[config.mk]
export PLATFORM = sky130hd
export DESIGN_NAME = lphash_ram
export DESIGN_NICKNAME = d
export VERILOG_FILES = /design/src/rtl/core/lphash_ram.sv
export SDC_FILE = /design/constraint.sdc
export NUM_CORES = 1
export LEC_CHECK = 0
export BUFFER_PORTS_ARGS = -buffer_cell sky130_fd_sc_hd__buf_4
export CORE_UTILIZATION = 60
export CTS_CLUSTER_DIAMETER = 60
export CTS_CLUSTER_SIZE = 8
export DETAILED_ROUTE_END_ITERATION = 7
export HOLD_SLACK_MARGIN = 0.03
export PLACE_DENSITY = 0.88
export REMOVE_ABC_BUFFERS = 1
export SLEW_MARGIN = 10
export SYNTH_ARGS = -nofsm -noshare
export SYNTH_HDL_FRONTEND = slang
export SYNTH_SLANG_ARGS = --single-unit
[constraint.sdc]
create_clock -name clk -period 1.75 [get_ports clk]
set_input_delay 0.0875 -clock clk [delete_from_list [all_inputs] [get_ports clk]]
set_output_delay 0.0875 -clock clk [all_outputs]
set_load 0.01 [all_outputs]
[src/rtl/core/lphash_ram.sv]
// Generic simple dual-port RAM: one write port, one read port, registered read.
// No dependencies.
`default_nettype none

module lphash_ram #(
  parameter int WIDTH = 8,
  parameter int DEPTH = 16
) (
  input  wire                      clk,
  input  wire                      we,
  input  wire  [$clog2(DEPTH)-1:0] waddr,
  input  wire  [WIDTH-1:0]         wdata,
  input  wire  [$clog2(DEPTH)-1:0] raddr,
  output logic [WIDTH-1:0]         rdata
);

  logic [WIDTH-1:0] mem [DEPTH];

  always_ff @(posedge clk) begin
    if (we) begin
      mem[waddr] <= wdata;
    end
    rdata <= mem[raddr];
  end

endmodule

`default_nettype wire

==> flow_summary_export.csv <==
group,metric,value,unit
timing,final.min_clock_period,1400,ps
yosys,syn_inst,229,
detailed_routing,initialDrtViolationCount,245,
timing,final_hold_viol_count,0,
floorplan,start_util,62.3,%
floorplan,core_area,8260,um^2
yosys,syn_area,5150,um^2
detailed_routing,dr.pass1.iters,5,
final_layout,area_delta_synth_final,20.3,%
timing,drv_slew,0,
cts,cts.sinks,136,
critical_path,cp.arrival,1790,ps
final_layout,fin_nets,308,
timing,rsz0062_at_grt,"false",
detailed_routing,viasPerCell,6.14,
placed_design,dp_hpwl,6.13,mm
floorplan,dieArea,8950,um^2
detailed_routing,drt_wl_total,10.2,mm
placed_design,pre_cts_slack,63.4,ps
cts,htree_levels,4,
pwr,power,7.45,mW
yosys,yosys.cell_types.count,19,
yosys,synth.avg_cell_area,22.5,um^2
yosys,synthXorXnorAreaFrac,0,%
timing,fin_ws,348,ps
critical_path,reg2reg_setup_slack,350,ps
yosys,synth_compound_area_share,2.33,%
critical_path,r2r_cells,3,
timing,relSlewSlack,58.4,%
min_path,hold_class,"primary input to flop",
timing,finalSetupViolations,0,
cts,cts_tree,"yes",
min_path,min_to,"mem[12][1]",
outcome,status,"finished clean",
critical_path,r2r_end,"rdata[2]",
global_route,antenna_found_initial,0,
yosys,ys_seq_area_share,77.8,%
final_layout,layout-drive-gt1-share,30.0,%
critical_path,worstPathRequired,2140,ps
yosys,synth-simple-area-share,3.18,%
pwr,p_leak,2.13,nW
final_layout,antenna-diode-count,0,
critical_path,worstSetupPathType,"flop to flop",
floorplan,io_pins,26,
yosys,synth_fa_ha_area_share,0,%
yosys,yosysWarnings,0,
detailed_routing,drc,0,
final_layout,final_cell_mix,"128 x edfxtp_1, 43 x buf_4, 18 x mux4_2",
cts,clockBufferDepth,2,
yosys,synth_top_family_by_area,"multiplexers",
global_route,grt_max_degree,33,
final_layout,final_common_cell,"edfxtp_1",
pwr,power_density,1200,nW/um^2
yosys,ys_ff_latch,136,
timing,setup_tns,0,ps
timing,finalClockSkew,9.06,ps
final_layout,fillers,459,
flow_run,max_cap_viol_count,0,
global_route,gr-usage-all-layers,25.4,%
cts,path_clk_slew,60,ps
yosys,muxShareOfSynthArea,15.0,%
placed_design,gp_congestion,0.763,
detailed_routing,dr_total_vias,2507,
timing,period_share,80.1,%
timing,fmax,713,MHz
detailed_routing,avgRoutedWirePerCell,25.0,um
detailed_routing,postRouteAntennaNets,0,
placed_design,portBuffers,25,
critical_path,r2r_start,"mem[9][2]",
critical_path,crit_fanout,1,
pwr,vdd_ir_drop_max,809,uV
cts,cts_buffers,17,
critical_path,cp-start-kind,"flop",
floorplan,die_h,94.6,um
cts,worstSkewPairLatency,510,ps
cts,cts_resized,0,
floorplan,rows,33,
floorplan,die_w,94.6,um
min_path,min_from,"waddr[0]",
global_route,grt_remaining_overflow,0,
cts,cts_root_buffer,"clkbuf_8",
global_route,grt_pass1_vias,2658,
critical_path,cp-end-kind,"flop",
timing,worstMarginPinSlew,622,ps
global_route,grt_pass1_wl,15.0,mm
min_path,whs_path_depth,3,
-- registers in the layout, summed over array words and instances, names as in the netlist --
signal	flops
mem	128
rdata	8
-- area by class of cell --
cell class	instances	area, um^2	share of cell area, %
multi-input combinational	83	1060	17.1
sequential	136	4000	64.7
clock inverter	14	158	2.55
clock buffer	18	418	6.75
timing repair buffer	52	423	6.83
tap	105	131	2.12
-- logic make-up (layout without fill, tap and decap cells) --
| kind of cell | after synthesis | count (layout) |
|---|---|---|
| flops | 136 | 136 |
| buf+inv | 10 | 84 |
| compound gates | 16 | 16 |
| simple gates | 35 | 35 |
| mux | 32 | 32 |
-- how the worst max path moves through the flow --
| stage | to | from |
|---|---|---|
| after floorplan | mem[0][0] | waddr[2] |
| after global placement | rdata[2] | raddr[0] |
| after detailed placement | rdata[2] | raddr[0] |
| after CTS | rdata[2] | mem[9][2] |
| after global routing | rdata[2] | mem[9][2] |
| final | rdata[2] | mem[9][2] |
-- critical path: stages (launching register included) --
cell and delay [ps]:
edfxtp_1 370, mux4_1 500, a22oi_1 320, nand2_1 100
-- routing by layer --
metal	global-route usage (%)	part of all wire (%)	up-vias	wire length, um
met3	6.44	6.7	17	685
met5	0	0	-	0
met2	42.9	53	121	5360
met1	31.8	39	1275	3980
met4	9.60	1.8	0	184
li1	-	-	1094	-
-- cell usage after synthesis --
master | n | area, um^2
edfxtp_1 | 128 | 3840
mux4_1 | 14 | 368
clkdlybuf4s25_2 | 3 | 30.0
nor2_1 | 13 | 48.8
nor3_1 | 4 | 20.0
and2_1 | 1 | 6.26
nand3b_1 | 2 | 15.0
mux4_2 | 18 | 405
nor2b_1 | 1 | 6.26
buf_6 | 3 | 33.8
and2b_1 | 1 | 7.51
dfxtp_1 | 8 | 160
nand2_1 | 9 | 33.8
buf_2 | 3 | 15.0
or3b_2 | 1 | 8.76
buf_4 | 1 | 7.51
nand3_1 | 1 | 5.00
a22oi_1 | 16 | 120
nand2b_1 | 2 | 12.5
-- per-stage QoR --
stage	hold slack [ps]	area (um^2)	cells	util, %
final	101	6190	408	75.0
after global routing	96.0	6190	408	75.0
after CTS	80.1	6190	408	75.0
after detailed placement	417	5540	368	67.0
after global placement	393	5540	368	67.0
after floorplan	186	5060	219	-
-- timing repair --
| item | CTS | global route |
|---|---|---|
| hold buffers | 8 | 0 |
| buffers inserted | 0 | 0 |
| endpoints found under the hold margin | 128 | 0 |
-- where the power goes --
group / internal, mW / switching (mW)
Combinational: 0.178 / 0.201
Clock: 2.15 / 1.25
Sequential: 3.64 / 0.0268
Total: 5.97 / 1.48
Power figures use the tool's default switching activity.
