## config.mk

```make
export PLATFORM = sky130hd
export DESIGN_NAME = lphash_mod
export DESIGN_NICKNAME = d
export VERILOG_FILES = /design/src/rtl/core/lphash_pkg.sv /design/src/rtl/core/lphash_mod.sv
export SDC_FILE = /design/constraint.sdc
export NUM_CORES = 1
export LEC_CHECK = 0
export ABC_AREA = 1
export BUFFER_PORTS_ARGS = -buffer_cell sky130_fd_sc_hd__buf_2
export CORE_MARGIN = 2
export CORE_UTILIZATION = 50
export CTS_BUF_LIST = sky130_fd_sc_hd__clkbuf_4 sky130_fd_sc_hd__clkbuf_8
export DETAILED_ROUTE_END_ITERATION = 8
export PLACE_DENSITY_LB_ADDON = 0.3
export SETUP_SLACK_MARGIN = 0.05
export SYNTH_ARGS = -nofsm -noshare
export SYNTH_HDL_FRONTEND = slang
export SYNTH_SLANG_ARGS = --single-unit
```

## constraint.sdc

```tcl
create_clock -name clk -period 4.15 [get_ports clk]
set_input_delay 0 -clock clk [delete_from_list [all_inputs] [get_ports clk]]
set_output_delay 0 -clock clk [all_outputs]
set_load 0.02 [all_outputs]
```

## src/rtl/core/lphash_pkg.sv

```systemverilog
// Shared types and constants for the linear probing hash table.
// No dependencies; lphash_mod and the top level import this package.
`default_nettype none

package lphash_pkg;

  localparam int CFG_W           = 9;
  localparam int OP_W            = 2;
  localparam int KEY_W           = 32;
  localparam int DATA_W          = 32;
  localparam int TABLE_DEPTH_DEF = 256;

  localparam logic [CFG_W-1:0] CFG_SIZE_RESET = CFG_W'(256);

  localparam logic [OP_W-1:0] OP_SEARCH = 2'd0;
  localparam logic [OP_W-1:0] OP_INSERT = 2'd1;
  localparam logic [OP_W-1:0] OP_REMOVE = 2'd2;

  // One table slot as it is stored in memory.
  typedef struct packed {
    logic              used;
    logic [KEY_W-1:0]  key;
    logic [DATA_W-1:0] value;
  } slot_t;

  localparam int SLOT_W = $bits(slot_t);

  typedef enum logic [4:0] {
    ST_IDLE  = 5'b00001,
    ST_CLEAR = 5'b00010,
    ST_HASH  = 5'b00100,
    ST_PROBE = 5'b01000,
    ST_DONE  = 5'b10000
  } state_t;

endpackage

`default_nettype wire

```

## src/rtl/core/lphash_mod.sv

```systemverilog
// Bit-serial remainder unit: key modulo the slot count, one key bit per cycle.
// Depends on lphash_pkg.
`default_nettype none

module lphash_mod (
  input  wire                          clk,
  input  wire                          rst_n,
  input  wire                          start,
  input  wire  [lphash_pkg::KEY_W-1:0] dividend,
  input  wire  [lphash_pkg::CFG_W-1:0] divisor,
  output logic                         done,
  output logic [lphash_pkg::CFG_W-1:0] rem
);
  import lphash_pkg::*;

  localparam int CNT_W = $clog2(KEY_W);

  logic             busy_r, busy_nxt;
  logic             done_r, done_nxt;
  logic [CNT_W-1:0] cnt_r, cnt_nxt;
  logic [KEY_W-1:0] sh_r, sh_nxt;
  logic [CFG_W-1:0] rem_r, rem_nxt;
  logic [CFG_W-1:0] div_r, div_nxt;
  logic [CFG_W:0]   trial;

  // The partial remainder stays below the divisor, so one compare and
  // subtract keeps it in range after each new bit.
  assign trial = {rem_r, sh_r[KEY_W-1]};

  always_comb begin
    busy_nxt = busy_r;
    done_nxt = 1'b0;
    cnt_nxt  = cnt_r;
    sh_nxt   = sh_r;
    rem_nxt  = rem_r;
    div_nxt  = div_r;
    if (start) begin
      busy_nxt = 1'b1;
      cnt_nxt  = '0;
      sh_nxt   = dividend;
      rem_nxt  = '0;
      div_nxt  = divisor;
    end else if (busy_r) begin
      if (trial >= {1'b0, div_r}) begin
        rem_nxt = CFG_W'(trial - {1'b0, div_r});
      end else begin
        rem_nxt = CFG_W'(trial);
      end
      sh_nxt  = {sh_r[KEY_W-2:0], 1'b0};
      cnt_nxt = cnt_r + 1'b1;
      if (cnt_r == CNT_W'(KEY_W - 1)) begin
        busy_nxt = 1'b0;
        done_nxt = 1'b1;
      end
    end
  end

  always_ff @(posedge clk) begin
    if (!rst_n) begin
      busy_r <= 1'b0;
      done_r <= 1'b0;
      cnt_r  <= '0;
    end else begin
      busy_r <= busy_nxt;
      done_r <= done_nxt;
      cnt_r  <= cnt_nxt;
    end
    sh_r  <= sh_nxt;
    rem_r <= rem_nxt;
    div_r <= div_nxt;
  end

  assign done = done_r;
  assign rem  = rem_r;

endmodule

`default_nettype wire

```

==> run summary <==
- run status: finished clean
- crit path kind: flop to flop
- starting density of the core: 0.519
- worst-case vdd ir drop: 236 uV
- critical path startpoint category: flop
- Die Outline Area: 6330 um2
- total clock buffers created by CTS: 9
- total count of max-transition violations in the final report: 0
- list of cells traversed by the critical path: nor2_1, inv_1, buf_4
- final setup violation count: 0
- leading cell type in the layout, fill and taps excluded: nand2_1
- count of TritonRoute iterations in the first routing pass: 4
- maximum number of pins on one net before global-route repair: 45
- sequential area share after synthesis: 0.543
- worst slew margin relative to its limit: 0.388
- min Tclk post-route: 1.85 ns
- DRC viols: 0
- routed wire length: 6430 um
- yosys warns: 0
- Final Cycle Share: 0.446
- CP Max Fanout: 19
- average detailed-routed wire length per instance: 12.5 um
- Clock Sink Count: 57
- power density over the cells: 352 nW/um2
- accumulated negative setup slack: 0 ns
- fill cell total of the finished layout: 409
- post-synthesis net count: 395
- clock tree from TritonCTS: yes
- count of final hold-check violations: 0
- DR iter-0 viols: 99
- maximum operating frequency: 541 MHz
- Sequential cell area: 1550 um2
- max capacitance violation total: 0
- type of the worst min-delay path: input pin to flop
- worst clock skew: 0.00884 ns
- number of buffer and inverter instances along the worst setup path: 2
- DIE HEIGHT: 79.6 um
- clock-pin slew of the registers on the worst-case setup and hold paths: 0.06 ns
- post-synthesis area per instance: 8.42 um2
- cell at the root of the clock tree: clkbuf_8
- total vias in the final route: 2,509
- slowest stage delay, CP: 0.45 ns
- width of the chip: 79.6 um
- fraction of final layout cells with drive strength greater than 1: 0.174
- routed via count divided by cell count: 4.87
- multi-input gate area in the final layout: 1110 um2
- antenna diode count: 0
- vias in the first global route: 2,406
- initial antenna violation count: 0
- DPL Wire Length: 4000 um
- Post-CTS Resized: 0
- top-level I/O count: 54
- GRT Resource Usage Total: 0.217
- routability cong.: 0.793
- number of distinct library cells after synthesis: 27
- mapped cell area: 2860 um2
- Top Family by Delay on Critical Path: buffers and inverters
- antenna-violating nets left: 0
- Total Nets Final: 494
- slowest library cell on the worst path: nor2_1
- #FFs+latches synth: 57
- CTS Buffer Depth: 2
- cell count after synthesis: 339
- number of port buffers: 53
- setup repair after global routing missed its margin: false
- remaining global-route overflow: 0
- first-pass GRT wire length: 10,400 um
- area growth from synthesis to layout: 32.3%
- worst hold margin: 0.316 ns
- final core area utilization: 0.686
- endpoint class of the critical path: flop
- number of standard-cell rows in the floorplan: 27
- transition time at the pin with the least slew margin: 0.917 ns
- area of the placeable core: 5510 um2
- commonest cells after routing, fill and taps aside: nand2_1, buf_2, dlygate4sd3_1, inv_1, edfxtp_1
- clock insertion delay at the later pin of the skew report: 0.34 ns
- Data required, critical path: 4.22 ns
- htree depth: 3
- leakage: 0.00193 uW
- data arrival time of the critical path: 1.92 ns
[flip-flops by register name (all words and copies together), names as in the netlist]
name    count
sh_r       32
div_r       9
rem         9
cnt_r       5
busy_r      1
done        1
[metrics by stage]
stage	cells	power [uW]	worst slack (ns)	instance area, um2
finish	515	1330	2.30	3780
global route	515	1390	2.13	3780
CTS	515	1330	2.27	3780
detailed placement	457	842	1.96	3180
global placement	457	836	2.04	3180
floorplan	339	791	2.49	2860
[per-layer routing]
layer  share of wire  GRT usage  wire length (um)
met2            0.51      0.392              3280
met5               0          0                 0
met3           0.042     0.0600               272
met1            0.43      0.236              2750
met4           0.019     0.0966               125
[layout make-up]
class | count | area share
tap | 72 | 0.0238
sequential | 57 | 0.411
clock inverter | 3 | 0.00464
clock buffer | 13 | 0.0424
timing repair buffer | 96 | 0.183
inverter | 41 | 0.0407
multi-input combinational | 233 | 0.294
[worst paths after layout]
path	startpoint	end	slack (ns)	cells past startpoint
worst max-delay path	busy_r	sh_r[28]	2.30	3
worst min-delay path	start	div_r[7]	0.32	1
worst max register to register	busy_r	sh_r[28]	2.30	3
worst min register to register	cnt_r[4]	cnt_r[4]	0.49	2
[Yosys cell counts (all sizes together)]
cell,n,share of area
ha,11,0.048
nor2b,1,0.0048
nand4,1,0.0022
nand3,26,0.046
clkbuf,7,0.0092
nand2,162,0.22
a31oi,1,0.0022
nor4,1,0.0022
or2,1,0.0022
inv,41,0.054
a21oi,6,0.012
and3,1,0.0022
a211oi,1,0.0026
xor2,1,0.0031
fa,1,0.0070
xnor2,2,0.0061
nand3b,1,0.0026
dfxtp,16,0.11
nor2,10,0.014
nor3,6,0.011
buf,1,0.0039
edfxtp,41,0.43
[power breakdown]
group | switching, uW | total, uW | internal (uW)
sequential | 16.3 | 679 | 663
combinational | 101 | 185 | 84.0
clock | 214 | 465 | 251
[what timing repair did]
action / 4_1_cts / 5_1_grt
setup endpoints to repair: 0 / 0
endpoints found under the hold margin: 43 / 0
setup buffers: 0 / 0
hold buffers: 42 / 0
[kinds of logic (layout without fill, tap and decap cells)]
kind of cell             count (synthesis)  after routing  synth area share
AND/OR/NAND/NOR                        210            210             0.309
adder cells (fa/ha/maj)                 12             12            0.0552
flip-flops                              57             57             0.543
XOR/XNOR                                 3              3           0.00920
AO/OA/AOI/OAI                            8              8            0.0167
buffers and inverters                   49            153            0.0670
Power figures use the tool's default switching activity.
